===== src/rtl/azcl_pkg.sv =====
// azcl_pkg: shared types and constants for the adc zone classifier with latch
// used by azcl_engine and adc_zone_classifier_latch
// no dependencies
`timescale 1ns / 1ps

package azcl_pkg;

   // field widths
   localparam int TIME_W    = 32;
   localparam int VALUE_W   = 16;
   localparam int CSR_IDX_W = 3;
   localparam int REQ_DATA_W = 56;   // 49 payload bits padded to whole bytes
   localparam int RSP_DATA_W = 24;   // 23 payload bits padded to whole bytes

   // request kind carried in tuser
   typedef enum logic {
      REQ_SAMPLE = 1'b0,
      REQ_CLEAR  = 1'b1
   } req_kind_type;

   // result status codes
   typedef enum logic [2:0] {
      STATUS_OK        = 3'd0,
      STATUS_EMPTY     = 3'd1,
      STATUS_FAULT     = 3'd2,
      STATUS_BUSY      = 3'd3,
      STATUS_NOT_READY = 3'd4
   } status_type;

   // classification zones
   typedef enum logic [1:0] {
      ZONE_SAFE      = 2'd0,
      ZONE_WARNING   = 2'd1,
      ZONE_DANGER    = 2'd2,
      ZONE_EMERGENCY = 2'd3
   } zone_type;

   // condition of the held sample
   typedef enum logic [1:0] {
      COND_EMPTY = 2'd0,
      COND_VALID = 2'd1,
      COND_FAULT = 2'd2
   } cond_type;

   // configuration register indexes
   typedef enum logic [CSR_IDX_W-1:0] {
      CSR_SAFE_UPPER      = 3'd0,
      CSR_WARNING_UPPER   = 3'd1,
      CSR_EMERGENCY_LOWER = 3'd2,
      CSR_RANGE_LIMIT     = 3'd3,
      CSR_SAMPLE_PERIOD   = 3'd4
   } csr_index_type;

   // reset values of the configuration registers
   localparam logic [VALUE_W-1:0] SAFE_UPPER_RST      = 16'd1024;
   localparam logic [VALUE_W-1:0] WARNING_UPPER_RST   = 16'd2048;
   localparam logic [VALUE_W-1:0] EMERGENCY_LOWER_RST = 16'd3072;
   localparam logic [VALUE_W-1:0] RANGE_LIMIT_RST     = 16'd4096;
   localparam logic [VALUE_W-1:0] SAMPLE_PERIOD_RST   = 16'd10;

   // one request transaction
   typedef struct packed {
      req_kind_type        req_type;
      logic                sample_fault;
      logic [VALUE_W-1:0]  sample_value;
      logic [TIME_W-1:0]   now_time;
   } req_item_type;

   // one result transaction, first field in the highest bits
   typedef struct packed {
      logic                latched;
      zone_type            zone;
      logic [VALUE_W-1:0]  level;
      logic                sample_taken;
      status_type          status;
   } rsp_item_type;

endpackage


===== src/rtl/adc_zone_classifier_latch.sv =====
// adc_zone_classifier_latch: top level with request register, engine and
// two-entry result buffer
// depends on azcl_pkg and azcl_engine
`timescale 1ns / 1ps

// Takes one request transaction per cycle (sample event or latch clear) while
// req_tready is high, and returns exactly one result per request, in order. A
// request waits in the request register, where the engine classifies it against
// the held snapshot and updates that snapshot; the result is then registered in
// the output register, or in the skid entry behind it, and rsp_tvalid rises
// once a result sits in the output register. The snapshot update is a loop
// through the snapshot registers alone, so one request per cycle is sustained
// while the skid entry stays free. A two-entry output buffer keeps req_tready
// free of any path from rsp_tready and lets a new request in while a result
// waits. Configuration writes must only happen while no request is in flight.
module adc_zone_classifier_latch import azcl_pkg::*; (
   input  logic                  clock,
   input  logic                  reset,
   // request channel
   input  logic                  req_tvalid,
   output logic                  req_tready,
   input  logic [REQ_DATA_W-1:0] req_tdata,  // now_time, sample_value, sample_fault
   input  logic                  req_tuser,  // req_type
   // result channel
   output logic                  rsp_tvalid,
   input  logic                  rsp_tready,
   output logic [RSP_DATA_W-1:0] rsp_tdata,  // status, sample_taken, level, zone, latched
   // configuration port
   input  logic                  csr_wr_en,
   input  logic [CSR_IDX_W-1:0]  csr_index,
   input  logic [VALUE_W-1:0]    csr_wdata
);

   logic         in_valid_ff, in_valid_in;
   req_item_type in_item_ff;
   logic         out_valid_ff, out_valid_in;
   rsp_item_type out_item_ff, out_item_in;
   logic         skid_valid_ff, skid_valid_in;
   rsp_item_type skid_item_ff, skid_item_in;
   rsp_item_type result;
   logic         push;
   logic         pop;
   logic         req_fire;

   // handshake
   assign push       = in_valid_ff && !skid_valid_ff;
   assign pop        = out_valid_ff && rsp_tready;
   assign req_tready = !in_valid_ff || !skid_valid_ff;
   assign req_fire   = req_tvalid && req_tready;

   // request register
   assign in_valid_in = req_fire || (in_valid_ff && !push);

   always_ff @(posedge clock) begin
      if (reset)
         in_valid_ff <= 1'b0;
      else
         in_valid_ff <= in_valid_in;
   end

   always_ff @(posedge clock) begin
      if (req_fire) begin
         in_item_ff.req_type     <= req_kind_type'(req_tuser);
         in_item_ff.now_time     <= req_tdata[TIME_W-1:0];
         in_item_ff.sample_value <= req_tdata[TIME_W+VALUE_W-1:TIME_W];
         in_item_ff.sample_fault <= req_tdata[TIME_W+VALUE_W];
      end
   end

   azcl_engine u_engine (
      .clock     (clock),
      .reset     (reset),
      .csr_wr_en (csr_wr_en),
      .csr_index (csr_index),
      .csr_wdata (csr_wdata),
      .item_fire (push),
      .item      (in_item_ff),
      .result    (result)
   );

   // two-entry output buffer
   always_comb begin
      out_valid_in  = out_valid_ff;
      out_item_in   = out_item_ff;
      skid_valid_in = skid_valid_ff;
      skid_item_in  = skid_item_ff;
      if (pop) begin
         if (skid_valid_ff) begin
            out_item_in   = skid_item_ff;
            skid_valid_in = 1'b0;
         end else if (push) begin
            out_item_in = result;
         end else begin
            out_valid_in = 1'b0;
         end
      end else if (push) begin
         if (out_valid_ff) begin
            skid_valid_in = 1'b1;
            skid_item_in  = result;
         end else begin
            out_valid_in = 1'b1;
            out_item_in  = result;
         end
      end
   end

   always_ff @(posedge clock) begin
      if (reset) begin
         out_valid_ff  <= 1'b0;
         skid_valid_ff <= 1'b0;
      end else begin
         out_valid_ff  <= out_valid_in;
         skid_valid_ff <= skid_valid_in;
      end
   end

   always_ff @(posedge clock) begin
      out_item_ff  <= out_item_in;
      skid_item_ff <= skid_item_in;
   end

   assign rsp_tvalid = out_valid_ff;
   assign rsp_tdata  = {{(RSP_DATA_W-$bits(rsp_item_type)){1'b0}}, out_item_ff};

`ifndef SYNTHESIS
   // the skid entry is only used behind a full output register
   a_skid_behind_out: assert property (@(posedge clock) disable iff (reset)
      skid_valid_ff |-> out_valid_ff)
      else $error("skid entry valid with empty output register");

   // an emergency zone always shows the latch set
   a_emergency_latched: assert property (@(posedge clock) disable iff (reset)
      (out_valid_ff && out_item_ff.zone == ZONE_EMERGENCY) |-> out_item_ff.latched)
      else $error("emergency zone reported without latch");

   // a processed sample reports ok or fault only
   a_taken_status: assert property (@(posedge clock) disable iff (reset)
      (out_valid_ff && out_item_ff.sample_taken) |->
         (out_item_ff.status == STATUS_OK || out_item_ff.status == STATUS_FAULT))
      else $error("processed sample with unexpected status");

   // a result enters the buffer the cycle after a request reaches the engine
   a_push_lands: assert property (@(posedge clock) disable iff (reset)
      push |=> (out_valid_ff || skid_valid_ff))
      else $error("result lost from buffer");
`endif

endmodule


===== src/rtl/azcl_engine.sv =====
// azcl_engine: configuration registers, held snapshot state and the
// per-transaction classification and latch logic
// depends on azcl_pkg
`timescale 1ns / 1ps

module azcl_engine import azcl_pkg::*; (
   input  logic                 clock,
   input  logic                 reset,
   input  logic                 csr_wr_en,
   input  logic [CSR_IDX_W-1:0] csr_index,
   input  logic [VALUE_W-1:0]   csr_wdata,
   input  logic                 item_fire,
   input  req_item_type         item,
   output rsp_item_type         result
);

   // configuration registers
   logic [VALUE_W-1:0] safe_upper_ff;
   logic [VALUE_W-1:0] warning_upper_ff;
   logic [VALUE_W-1:0] emergency_lower_ff;
   logic [VALUE_W-1:0] range_limit_ff;
   logic [VALUE_W-1:0] sample_period_ff;

   // snapshot state
   logic [TIME_W-1:0]  last_time_ff,  last_time_in;
   logic [VALUE_W-1:0] held_level_ff, held_level_in;
   zone_type           held_zone_ff,  held_zone_in;
   logic               latch_ff,      latch_in;
   cond_type           cond_ff,       cond_in;

   logic               cfg_ok;
   logic [TIME_W-1:0]  elapsed;
   logic               due;
   logic [VALUE_W-1:0] ceil_value;
   logic [VALUE_W-1:0] clamped;
   zone_type           new_zone;
   status_type         status;
   logic               taken;

   // configuration writes
   always_ff @(posedge clock) begin
      if (reset) begin
         safe_upper_ff      <= SAFE_UPPER_RST;
         warning_upper_ff   <= WARNING_UPPER_RST;
         emergency_lower_ff <= EMERGENCY_LOWER_RST;
         range_limit_ff     <= RANGE_LIMIT_RST;
         sample_period_ff   <= SAMPLE_PERIOD_RST;
      end else if (csr_wr_en) begin
         unique case (csr_index)
            CSR_SAFE_UPPER:      safe_upper_ff      <= csr_wdata;
            CSR_WARNING_UPPER:   warning_upper_ff   <= csr_wdata;
            CSR_EMERGENCY_LOWER: emergency_lower_ff <= csr_wdata;
            CSR_RANGE_LIMIT:     range_limit_ff     <= csr_wdata;
            CSR_SAMPLE_PERIOD:   sample_period_ff   <= csr_wdata;
            default: ;
         endcase
      end
   end

   // thresholds must be ordered and nonzero where required
   assign cfg_ok = (sample_period_ff != '0) && (range_limit_ff != '0) &&
                   (safe_upper_ff <= warning_upper_ff) &&
                   (warning_upper_ff <= emergency_lower_ff) &&
                   (emergency_lower_ff <= range_limit_ff);

   // wrapping due test
   assign elapsed = item.now_time - last_time_ff;
   assign due     = elapsed >= {{(TIME_W-VALUE_W){1'b0}}, sample_period_ff};

   // clamp to the top of the converter range
   assign ceil_value = range_limit_ff - VALUE_W'(1);
   assign clamped    = (item.sample_value > ceil_value) ? ceil_value : item.sample_value;

   // zone classification
   always_comb begin
      priority if (clamped < safe_upper_ff)
         new_zone = ZONE_SAFE;
      else if (clamped < warning_upper_ff)
         new_zone = ZONE_WARNING;
      else if (clamped < emergency_lower_ff)
         new_zone = ZONE_DANGER;
      else
         new_zone = ZONE_EMERGENCY;
   end

   // next snapshot and status
   always_comb begin
      last_time_in  = last_time_ff;
      held_level_in = held_level_ff;
      held_zone_in  = held_zone_ff;
      latch_in      = latch_ff;
      cond_in       = cond_ff;
      taken         = 1'b0;
      status        = STATUS_NOT_READY;
      if (cfg_ok) begin
         if (item.req_type == REQ_SAMPLE) begin
            if (due) begin
               last_time_in = item.now_time;
               taken        = 1'b1;
               if (item.sample_fault) begin
                  // fail closed
                  held_level_in = '0;
                  held_zone_in  = ZONE_EMERGENCY;
                  latch_in      = 1'b1;
                  cond_in       = COND_FAULT;
               end else begin
                  held_level_in = clamped;
                  held_zone_in  = new_zone;
                  cond_in       = COND_VALID;
                  if (new_zone == ZONE_EMERGENCY)
                     latch_in = 1'b1;
               end
            end
            unique case (cond_in)
               COND_VALID: status = STATUS_OK;
               COND_FAULT: status = STATUS_FAULT;
               default:    status = STATUS_EMPTY;
            endcase
         end else begin
            // latch clear request
            priority if (cond_ff == COND_VALID && held_zone_ff != ZONE_EMERGENCY) begin
               latch_in = 1'b0;
               status   = STATUS_OK;
            end else if (cond_ff == COND_VALID) begin
               status = STATUS_BUSY;
            end else if (cond_ff == COND_FAULT) begin
               status = STATUS_FAULT;
            end else begin
               status = STATUS_EMPTY;
            end
         end
      end
   end

   // state update on each processed transaction
   always_ff @(posedge clock) begin
      if (reset) begin
         last_time_ff  <= '0;
         held_level_ff <= '0;
         held_zone_ff  <= ZONE_SAFE;
         latch_ff      <= 1'b0;
         cond_ff       <= COND_EMPTY;
      end else if (item_fire) begin
         last_time_ff  <= last_time_in;
         held_level_ff <= held_level_in;
         held_zone_ff  <= held_zone_in;
         latch_ff      <= latch_in;
         cond_ff       <= cond_in;
      end
   end

   assign result.status       = status;
   assign result.sample_taken = taken;
   assign result.level        = held_level_in;
   assign result.zone         = held_zone_in;
   assign result.latched      = latch_in;

endmodule

===== config.mk =====
export PLATFORM = sky130hd
export DESIGN_NAME = adc_zone_classifier_latch
export DESIGN_NICKNAME = d
export VERILOG_FILES = /design/src/rtl/azcl_pkg.sv /design/src/rtl/adc_zone_classifier_latch.sv /design/src/rtl/azcl_engine.sv
export SDC_FILE = /design/constraint.sdc
export NUM_CORES = 1
export LEC_CHECK = 0
export BUFFER_PORTS_ARGS = -buffer_cell sky130_fd_sc_hd__buf_2
export CORE_MARGIN = 5
export CORE_UTILIZATION = 55
export DETAILED_ROUTE_END_ITERATION = 8
export PLACE_DENSITY = 0.74
export REMOVE_ABC_BUFFERS = 1
export SKIP_LAST_GASP = 1
export SLEW_MARGIN = 30
export SYNTH_ARGS = -nofsm -noshare
export SYNTH_HDL_FRONTEND = slang
export SYNTH_HIERARCHICAL = 1
export SYNTH_SLANG_ARGS = --single-unit

===== constraint.sdc =====
create_clock -name clock -period 6.02 [get_ports clock]
set_input_delay 0.602 -clock clock [delete_from_list [all_inputs] [get_ports clock]]
set_output_delay 0.602 -clock clock [all_outputs]
set_load 0.02 [all_outputs]

==> results of run 1 <==
## area by class of cell
type / count / area (um^2)
Clock inverter: 9 / 78.83
Clock buffer: 41 / 748.2
Multi-Input combinational cell: 1172 / 8133
Timing Repair Buffer: 166 / 1021
Tap cell: 335 / 419.2
Sequential cell: 232 / 5605
Inverter: 138 / 518.0
Fill cell: 2155 / 9535
## Yosys cell counts (all sizes together) (3+ instances only)
| cell | instances | area, um^2 |
|---|---|---|
| and2 | 6 | 37.54 |
| a31oi | 5 | 31.28 |
| xor2 | 9 | 78.83 |
| o211ai | 22 | 165.2 |
| a21o | 32 | 240.2 |
| a221oi | 3 | 32.53 |
| nand2b | 9 | 56.30 |
| o21ai | 51 | 259.0 |
| a211o | 4 | 35.03 |
| or3 | 17 | 107.6 |
| nor2b | 18 | 112.6 |
| inv | 138 | 518.0 |
| nor2 | 63 | 236.5 |
| o31ai | 6 | 50.05 |
| a211oi | 14 | 110.1 |
| xnor2 | 23 | 201.4 |
| ha | 159 | 1989 |
| nor3 | 22 | 110.1 |
| a2111o | 3 | 33.78 |
| and3 | 11 | 70.07 |
| o2111ai | 5 | 43.79 |
| a21oi | 153 | 765.7 |
| nor4b | 4 | 35.03 |
| edfxtp | 96 | 2883 |
| nand2 | 311 | 1167 |
| o21bai | 6 | 45.04 |
| mux2i | 55 | 550.5 |
| dfxtp | 136 | 2723 |
| buf | 20 | 163.9 |
| or2 | 3 | 18.77 |
| and4 | 4 | 35.03 |
| nor4 | 10 | 62.56 |
| mux2 | 44 | 600.6 |
| a2111oi | 3 | 45.05 |
| nand3 | 15 | 87.59 |
| clkbuf | 44 | 175.2 |
| o21a | 20 | 150.1 |
| nand4 | 33 | 206.5 |
## what timing repair did
item	CTS	global route
pin swaps	0	2
endpoints found under the setup margin	2	11
setup buffers	0	2
cloned	0	0
gates resized for setup	1	23
## stage by stage
| stage | setup slack [ps] | utilization | instances | total power, mW |
|---|---|---|---|---|
| floorplan | 126.4 | - | 1542 | 2.406 |
| global placement | 128.3 | 0.5988 | 2041 | 2.698 |
| detailed placement | 38.21 | 0.5989 | 2041 | 2.732 |
| CTS | -35.02 | 0.6306 | 2091 | 4.266 |
| global route | -6.982 | 0.6341 | 2093 | 4.458 |
| finish | 207.2 | 0.6341 | 2093 | 4.259 |
## sequential cells by signal, summed over array words and instances, names as in the netlist
register                     cells
in_item_ff                      50
in_valid_ff                      1
rsp_tdata                       23
rsp_tvalid                       1
skid_item_ff                    23
skid_valid_ff                    1
u_engine/cond_ff                 2
u_engine/emergency_lower_ff     16
u_engine/held_level_ff          16
u_engine/held_zone_ff            2
u_engine/last_time_ff           32
u_engine/latch_ff                1
u_engine/range_limit_ff         16
u_engine/safe_upper_ff          16
u_engine/sample_period_ff       16
u_engine/warning_upper_ff       16
## critical path: cells and delay by family, from the launching register on
family	cells	cell delay (ps)
flip-flops	1	320
buffers and inverters	2	340
adder cells (fa/ha/maj)	2	650
AO/OA/AOI/OAI	11	2260
XOR/XNOR	1	250
AND/OR/NAND/NOR	6	1150
multiplexers	2	580
## how the worst max path moves through the flow
stage                     depth (start not counted)       endpoint                  startpoint
after global placement                           26  rsp_tdata[20]  u_engine/range_limit_ff[2]
after detailed placement                         26  rsp_tdata[21]  u_engine/range_limit_ff[2]
after floorplan                                  24  rsp_tdata[20]  u_engine/range_limit_ff[2]
final                                            24  rsp_tdata[21]  u_engine/range_limit_ff[4]
after CTS                                        26  rsp_tdata[20]  u_engine/range_limit_ff[2]
after global routing                             26  rsp_tdata[22]  u_engine/range_limit_ff[4]
## logic make-up after synthesis
kind of cell,count (synthesis),synth area share
flops,232,0.3861
compound gates,348,0.1524
xor+xnor,32,0.01931
buf+inv,202,0.05903
fa+ha+maj,160,0.1384
other cells,1,0.0002583
simple gates,532,0.1652
mux,99,0.07929
## layer usage
layer | track usage | vias up | wire [um] | share of wire
li1 | - | 5955 | - | -
met1 | 0.3404 | 5701 | 16950 | 0.45
met2 | 0.3876 | 407 | 16660 | 0.44
met3 | 0.03178 | 82 | 2413 | 0.064
met4 | 0.09398 | 0 | 1486 | 0.040
met5 | 0 | - | 0 | 0
## power groups by stage
stage	Sequential, mW	Clock (mW)	Combinational, mW
finish	1.75	1.53	0.980
global route	1.76	1.62	1.08
CTS	1.75	1.56	0.956
detailed placement	1.79	0	0.946
global placement	1.78	0	0.913
floorplan	1.79	0	0.619
==> flow_metrics.env, run 1 <==
export IMPL_slowest_delay_ps=330
export IMPL_timing_final_crit_share=0.9656
export IMPL_final_max_slew_viol_count=0
export IMPL_critPathRequiredTime_ps=6300
export IMPL_grt_pass1_vias=11761
export IMPL_dieWidth_um=172.5
export IMPL_grt_pass1_wl_mm=58.75
export IMPL_r2r_end="rsp_tdata[21]"
export IMPL_synthArstFlopShare=0
export IMPL_nNetsFinal=1978
export IMPL_rows=59
export IMPL_hp_start="req_tdata[18]"
export IMPL_gp_congestion=0.9520
export IMPL_power_frac_comb=0.230
export IMPL_antenna_found_initial=0
export IMPL_maxCapViolCount=0
export IMPL_cts_buffers=27
export IMPL_drtAntennaViolNets=0
export IMPL_drt_pass1_iter_count=5
export IMPL_final_cell_mix="nand2_1 (310), ha_1 (159), a21oi_1 (153)"
export IMPL_r2r_slack_ps=210
export IMPL_start_util=0.5571
export IMPL_slew_headroom=0.4194
export IMPL_drt_vias_per_instance=5.803
export IMPL_netSwitchingPower_mw=1.222
export IMPL_finalSetupTns_ps=0
export IMPL_holdPathStages=1
export IMPL_dieArea_um2=29740
export IMPL_p_leak_nw=6.540
export IMPL_slowest_stage="ha_1"
export IMPL_worstPathCellList="nor3_2 -> and3_4 -> nand4_1 -> nor3_2 -> xnor2_1 -> ha_1 -> a21o_1 -> a21oi_1 -> nor2b_1 -> a211oi_2 -> a21boi_2 -> buf_6 -> o21ai_0 -> inv_1 -> ha_1 -> a21o_1 -> a21o_1 -> a221o_1 -> a21oi_1 -> o21ai_1 -> nand2b_1 -> a2bb2oi_2 -> mux2_4 -> mux2_4"
export IMPL_post_drt_wl_per_cell_um=17.92
export IMPL_synth_area_um2=14520
export IMPL_drive_gt1_frac=0.1604
export IMPL_ys_ff_latch=232
export IMPL_crit_top_cell="a21o_1"
export IMPL_switching_share=0.2870
export IMPL_numPortBuffers=98
export IMPL_cts_buffer_depth=3
export IMPL_max_freq_mhz=172.0
export IMPL_finalHoldViolations=0
export IMPL_die_h_um=172.5
export IMPL_powerDensity_nw_per_um2=257.8
export IMPL_grt_usage=0.2441
export IMPL_antenna_cells=0
export IMPL_p_seq_frac=0.412
export IMPL_dp_hpwl_mm=28.69
export IMPL_area_growth_pct=13.82
export IMPL_grt_max_degree=81
export IMPL_skew_ps=17.75
export IMPL_final_common_cell="nand2_1"
export IMPL_cp_arrival_ps=6100
export IMPL_ir_worst_vdd_v=0.0003087
export IMPL_crit_path_max_fanout=8
export IMPL_synth_cell_types=79
export IMPL_cp_end_kind="flop"
export IMPL_dpl_instance_area_um2=15610
export IMPL_clock_latency_ps=540
export IMPL_tightest_slew_ps=870.9
export IMPL_ys_flop_type="dfxtp_1"
export IMPL_drc=0
export IMPL_clockRootBuffer="clkbuf_16"
export IMPL_synth_seq_area_share=0.3861
export IMPL_r2r_cells=24
export IMPL_cts_clk_slew_worst_paths_ps=60
export IMPL_status="finished, final reports clean"
export IMPL_hold_path_class="input port to flop"
export IMPL_synth_cells=1606
export IMPL_ys_warn_count=6
export IMPL_cts_tree="yes"
export IMPL_overflow=0
export IMPL_cts_hold_buf=0
export IMPL_clkPwrFrac=0.358
export IMPL_coreArea_um2=26060
export IMPL_cts_htree_levels=1
export IMPL_io_pins=107
export IMPL_hold_path_endpoint="in_item_ff[18]"
export IMPL_startpoint_type="flop"
export IMPL_finalSetupViolCount=0
export IMPL_wl_mm=37.52
export IMPL_postLayoutCellArea_um2=16520
export IMPL_routed_via_count=12145
export IMPL_drtIter0Drc=1076
export IMPL_power_internal_mw=3.037
export IMPL_regToRegStartpoint="u_engine/range_limit_ff[4]"
export IMPL_synth_edf_count=96
export IMPL_whs_ps=239.7
export IMPL_cts_sinks=232
export IMPL_syn_avg_cell_area_um2=9.040
export IMPL_min_period_ps=5813
export IMPL_crit_type="flop to flop"
(Power assumes the default switching activity.)
==> run 2: changes to the inputs <==
MAX_ROUTING_LAYER = met4   (was not set)
==> run 2 against run 1 <==
  * Cell area is essentially flat
  * Flip-flop and latch count unchanged
  * First-iteration DRC count is 6.0% higher
  * Power is 0.64% lower
  * Clock power decreased by 3%
  * Utilization is essentially flat
  * Critical path depth grew 2
  * Fmax grew 1.8%
  * Highest routed layer unchanged
  * Sequential power about the same
  * Clock-buffer cell count decreased by 3
==> flow_metrics.env, run 2 (synthesis results as in run 1) <==
export IMPL_timing_final_crit_share=0.9489
export IMPL_io_pins=107
export IMPL_critPathRequiredTime_ps=6290
export IMPL_routed_via_count=12071
export IMPL_finalSetupTns_ps=0
export IMPL_min_period_ps=5712
export IMPL_switching_share=0.2863
export IMPL_netSwitchingPower_mw=1.212
export IMPL_post_drt_wl_per_cell_um=17.98
export IMPL_wl_mm=37.59
export IMPL_cts_buffer_depth=3
export IMPL_overflow=0
export IMPL_dieArea_um2=29740
export IMPL_startpoint_type="flop"
export IMPL_grt_max_degree=98
export IMPL_finalSetupViolCount=0
export IMPL_grt_usage=0.2549
export IMPL_regMostFlops="in_item_ff"
export IMPL_dp_hpwl_mm=28.82
export IMPL_final_util=0.6340
export IMPL_slew_headroom=0.4499
export IMPL_cts_clk_slew_worst_paths_ps=60
export IMPL_tightest_slew_ps=825.2
export IMPL_power_frac_comb=0.233
export IMPL_clkPwrFrac=0.353
export IMPL_drc=0
export IMPL_hold_path_class="input port to flop"
export IMPL_drt_pass1_iter_count=8
export IMPL_coreArea_um2=26060
export IMPL_num_fill_cells=2199
export IMPL_crit_type="flop to flop"
export IMPL_antenna_found_initial=0
export IMPL_skew_ps=12.08
export IMPL_final_max_slew_viol_count=0
export IMPL_power_internal_mw=3.021
export IMPL_drtIter0Drc=1141
export IMPL_cts_sinks=232
export IMPL_cts_tree="yes"
export IMPL_final_common_cell="nand2_1"
export IMPL_rsz0062_at_grt="yes"
export IMPL_p_seq_frac=0.414
export IMPL_start_util=0.5571
export IMPL_nNetsFinal=1979
export IMPL_cp_arrival_ps=5980
export IMPL_grt_pass1_vias=11501
export IMPL_reg_top3="in_item_ff (50), u_engine/last_time_ff (32)"
export IMPL_numPortBuffers=98
export IMPL_ir_worst_vdd_v=0.0003152
export IMPL_final_cell_mix="nand2_1 (311), ha_1 (159), a21oi_1 (152)"
export IMPL_antenna_cells=0
export IMPL_powerDensity_nw_per_um2=256.1
export IMPL_p_leak_nw=6.542
export IMPL_drtAntennaViolNets=0
export IMPL_cts_hold_buf=0
export IMPL_cp_end_kind="flop"
export IMPL_max_freq_mhz=175.1
export IMPL_crit_path_max_fanout=6
export IMPL_clock_latency_ps=520
export IMPL_status="finished, final reports clean"
export IMPL_largest_reg_flops=50
export IMPL_cts_setup_buffers=0
export IMPL_die_h_um=172.5
export IMPL_grt_pass1_wl_mm=58.99
export IMPL_finalHoldViolations=0
export IMPL_drive_gt1_frac=0.1617
export IMPL_clockRootBuffer="clkbuf_16"
export IMPL_cts_htree_levels=1
export IMPL_cts_buffers=25
export IMPL_dieWidth_um=172.5
export IMPL_rows=59
export IMPL_maxCapViolCount=0
export IMPL_drt_vias_per_instance=5.773
export IMPL_area_growth_pct=13.81
export IMPL_gp_congestion=1.004
## run 2: cell count changes in the layout (fill, tap and decap cells not counted), sizes merged
cell	before	now
clkbuf	41	38
clkinvlp	0	2
inv	139	138
buf	166	169
clkinv	7	4
## run 2: power by group through the flow
stage          clock network [mW]  registers (mW)  logic [mW]
5_1_grt                      1.57            1.76        1.09
3_5_place_dp                    0            1.79       0.954
3_3_place_gp                    0            1.78       0.920
4_1_cts                      1.52            1.75       0.963
6_report                     1.49            1.75       0.984
2_1_floorplan                   0            1.79       0.619
## run 2: path summary, 6_finish.rpt
| path | from | depth (start not counted) | end | slack (ps) |
|---|---|---|---|---|
| max | u_engine/range_limit_ff[2] | 26 | rsp_tdata[20] | 310 |
| min | req_tdata[28] | 1 | in_item_ff[28] | 250 |
| max reg2reg | u_engine/range_limit_ff[2] | 26 | rsp_tdata[20] | 310 |
| min reg2reg | u_engine/held_level_ff[6] | 2 | u_engine/held_level_ff[6] | 460 |
## run 2: critical path, cell delays in order, from the launching register on
cell       delay [ps]
dfxtp_1           310
nor3_2            200
and3_4            220
nand4_1           130
nor3_1            330
xnor2_2           200
ha_1              300
a21o_1            180
a21oi_1           150
nor2b_1            90
a211oi_2          270
a21boi_2          160
o21ai_0           330
inv_1             130
ha_1              200
a21o_1            170
a21o_1            170
a211oi_1          230
o21bai_1          100
a21o_1            190
a2111oi_2         360
buf_4             160
o21ai_0            80
buf_4             170
o2111ai_1         200
o2bb2ai_1         150
mux2_4            280
## run 2: layout make-up
| class | count | area (um^2) | area share |
|---|---|---|---|
| multi-input combinational | 1172 | 8134 | 0.4923 |
| sequential | 232 | 5605 | 0.3393 |
| timing repair buffer | 169 | 1047 | 0.06338 |
| clock buffer | 38 | 734.5 | 0.04445 |
| inverter | 138 | 518.0 | 0.03135 |
| tap | 335 | 419.2 | 0.02537 |
| clock inverter | 7 | 63.81 | 0.003862 |
## run 2: repair_timing
item / CTS / global route
pin swaps: 0 / 1
gates resized for setup: 2 / 21
setup endpoints to repair: 3 / 9
## run 2: per-stage QoR
step | std cells | instance area [um^2] | hold WS [ps] | power, mW | setup slack [ps]
after floorplan | 1542 | 14180 | 430.3 | 2.406 | 126.4
after global placement | 2046 | 15640 | 438.4 | 2.704 | 84.21
after detailed placement | 2046 | 15640 | 443.4 | 2.740 | -0.7585
after CTS | 2091 | 16450 | 222.4 | 4.233 | 10.56
after global routing | 2091 | 16520 | 236.1 | 4.423 | -134.3
final | 2091 | 16520 | 250.4 | 4.232 | 307.7
## run 2: per-layer routing
| metal | vias up | global-route usage | routed length, um |
|---|---|---|---|
| met5 | - | - | 0 |
| met4 | 0 | 0.08442 | 1362 |
| met3 | 74 | 0.03269 | 2243 |
| met2 | 391 | 0.3935 | 16880 |
| met1 | 5664 | 0.3492 | 17100 |
| li1 | 5942 | - | - |
==> run 3: changes to the inputs <==
CORE_MARGIN = 1.5   (was 5)
PLACE_DENSITY = not set   (was 0.74)
PLACE_DENSITY_LB_ADDON = 0.1   (was not set)
==> run 3 against run 2 <==
  * First-iteration DRC count is 30% lower
  * Utilization is 1.1 points lower
  * Via count is 2.6% lower
  * Non-clock buffer count is 47 lower
  * Largest cell class unchanged
==> flow_metrics.env, run 3 (synthesis results as in run 1) <==
export IMPL_status="finished, final reports clean"
export IMPL_r2r_end="rsp_tdata[20]"
export IMPL_maxCapViolCount=0
export IMPL_grt_pass1_wl_mm=54.94
export IMPL_cts_tree="yes"
export IMPL_start_util=0.5587
export IMPL_routed_via_count=11752
export IMPL_dp_hpwl_mm=26.86
export IMPL_final_cell_mix="nand2_1 (311), ha_1 (159), a21oi_1 (152)"
export IMPL_cpLargestDelayFamily="compound AO/OA/AOI/OAI gates"
export IMPL_drtIter0Drc=796
export IMPL_rows=59
export IMPL_critPathBufInv=3
export IMPL_drt_pass1_iter_count=6
export IMPL_p_seq_frac=0.414
export IMPL_power_internal_mw=3.045
export IMPL_dieArea_um2=27380
export IMPL_placedCellCount=1997
export IMPL_skew_ps=15.20
export IMPL_switching_share=0.2823
export IMPL_cts_clk_slew_worst_paths_ps=60
export IMPL_grt_usage=0.2627
export IMPL_p_leak_nw=6.344
export IMPL_antenna_cells=0
export IMPL_multiInputGateArea_um2=8098
export IMPL_dpl_instance_area_um2=15280
export IMPL_cts_sinks=232
export IMPL_hp_start="req_tdata[46]"
export IMPL_crit_path_max_fanout=14
export IMPL_timing_final_crit_share=0.9454
export IMPL_r2r_cells=27
export IMPL_cts_hold_buf=0
export IMPL_num_fill_cells=2293
export IMPL_cts_htree_levels=1
export IMPL_drc=0
export IMPL_finalHoldViolations=0
export IMPL_drive_gt1_frac=0.1374
export IMPL_post_drt_wl_per_cell_um=17.40
export IMPL_max_freq_mhz=175.7
export IMPL_seqCellArea_um2=5605
export IMPL_coreArea_um2=25980
export IMPL_final_common_cell="nand2_1"
export IMPL_cts_buffer_depth=3
export IMPL_io_pins=107
export IMPL_slowest_delay_ps=340
export IMPL_clock_latency_ps=530
export IMPL_cp_end_kind="flop"
export IMPL_gp_congestion=0.9426
export IMPL_tightest_slew_ps=841.0
export IMPL_largest_reg_flops=50
export IMPL_crit_top_cell="a21o_1"
export IMPL_clkPwrFrac=0.375
export IMPL_slew_headroom=0.4385
export IMPL_regMostFlops="in_item_ff"
export IMPL_hold_path_endpoint="in_item_ff[46]"
export IMPL_regToRegStartpoint="u_engine/range_limit_ff[2]"
export IMPL_holdPathStages=1
export IMPL_r2r_slack_ps=330
export IMPL_finalSetupViolCount=0
export IMPL_antenna_found_initial=0
export IMPL_area_growth_pct=11.51
export IMPL_overflow=0
export IMPL_wl_mm=35.58
export IMPL_crit_type="flop to flop"
export IMPL_min_period_ps=5691
export IMPL_cts_buffers=26
export IMPL_rsz0062_at_grt="yes"
export IMPL_startpoint_type="flop"
export IMPL_final_util=0.6230
export IMPL_drtAntennaViolNets=0
export IMPL_nNetsFinal=1933
export IMPL_reg_top3="in_item_ff (50), u_engine/last_time_ff (32)"
export IMPL_powerDensity_nw_per_um2=262.0
export IMPL_clockRootBuffer="clkbuf_16"
export IMPL_die_h_um=165.5
export IMPL_hold_path_class="input port to flop"
export IMPL_critPathRequiredTime_ps=6300
export IMPL_numPortBuffers=98
export IMPL_dieWidth_um=165.5
export IMPL_drt_vias_per_instance=5.747
export IMPL_final_max_slew_viol_count=0
export IMPL_final_cell_count_no_fill=2045
export IMPL_slowest_stage="a2111oi_2"
export IMPL_postLayoutCellArea_um2=16190
export IMPL_cp_arrival_ps=5970
export IMPL_power_frac_comb=0.212
export IMPL_grt_pass1_vias=10570
export IMPL_grt_max_degree=73
export IMPL_netSwitchingPower_mw=1.197
export IMPL_ir_worst_vdd_v=0.0002696
==> run 3: timing repair <==
action,in CTS,in global routing
pin swaps,0,1
gates cloned,0,0
setup buffers,1,0
hold endpoints to repair,0,0
resized for setup,2,10
setup endpoints to repair,2,9
==> run 3: worst reg2reg max path, cell delays in order (launching register included) <==
cell and delay, ps:
dfxtp_1 310, nor3_2 210, and3_1 240, and3_1 240, nand2_1 100, nor2_1 140, xnor2_1 80, buf_4 160
ha_1 290, and4_1 230, and2_1 170, o21ai_0 120, a21boi_1 210, buf_4 220, nand2_1 60, o21ai_1 140
inv_1 140, ha_1 310, a21o_1 160, a21o_1 170, a211oi_1 220, o21bai_1 100, a21o_1 200, a2111oi_2 340
o21ai_1 230, o2111ai_1 230, o2bb2ai_1 120, mux2_4 260
==> run 3: layout make-up <==
type                       instances  area share
timing repair buffer             122     0.04243
tap                              335     0.02589
inverter                         138     0.03200
clock buffer                      35     0.04606
sequential                       232      0.3462
multi-input combinational       1172      0.5002
clock inverter                    11    0.007188
==> run 3: through the flow <==
step / total power, mW / worst slack (ps) / hold WS, ps / setup TNS, ps
6_report: 4.242 / 328.5 / 245.0 / 0
3_3_place_gp: 2.642 / 141.6 / 438.8 / 0
4_1_cts: 4.265 / 68.89 / 223.9 / 0
5_1_grt: 4.439 / -47.68 / 229.6 / -50.99
3_5_place_dp: 2.668 / -60.89 / 450.1 / -60.89
2_1_floorplan: 2.406 / 126.4 / 430.3 / 0
==> run 3: power groups by stage <==
stage	clock (mW)	combinational, mW	sequential, mW
final	1.59	0.897	1.76
after global routing	1.68	0.999	1.76
after CTS	1.62	0.885	1.76
after detailed placement	0	0.878	1.79
after global placement	0	0.854	1.79
after floorplan	0	0.619	1.79
==> run 3: worst max-delay path by stage <==
| stage | from | to | slack [ps] | depth (start not counted) |
|---|---|---|---|---|
| global route | u_engine/range_limit_ff[2] | rsp_tdata[22] | -50 | 23 |
| finish | u_engine/range_limit_ff[2] | rsp_tdata[20] | 330 | 27 |
| CTS | u_engine/range_limit_ff[2] | rsp_tdata[20] | 70 | 25 |
| detailed placement | u_engine/range_limit_ff[2] | rsp_tdata[20] | -60 | 25 |
| floorplan | u_engine/range_limit_ff[2] | rsp_tdata[20] | 130 | 24 |
| global placement | u_engine/range_limit_ff[2] | rsp_tdata[20] | 140 | 25 |
==> run 3: metal layers <==
| metal | track usage | wire length (um) |
|---|---|---|
| met5 | - | 0 |
| met4 | 0.05885 | 779 |
| met3 | 0.02473 | 1914 |
| met2 | 0.3879 | 15350 |
| met1 | 0.3881 | 17530 |
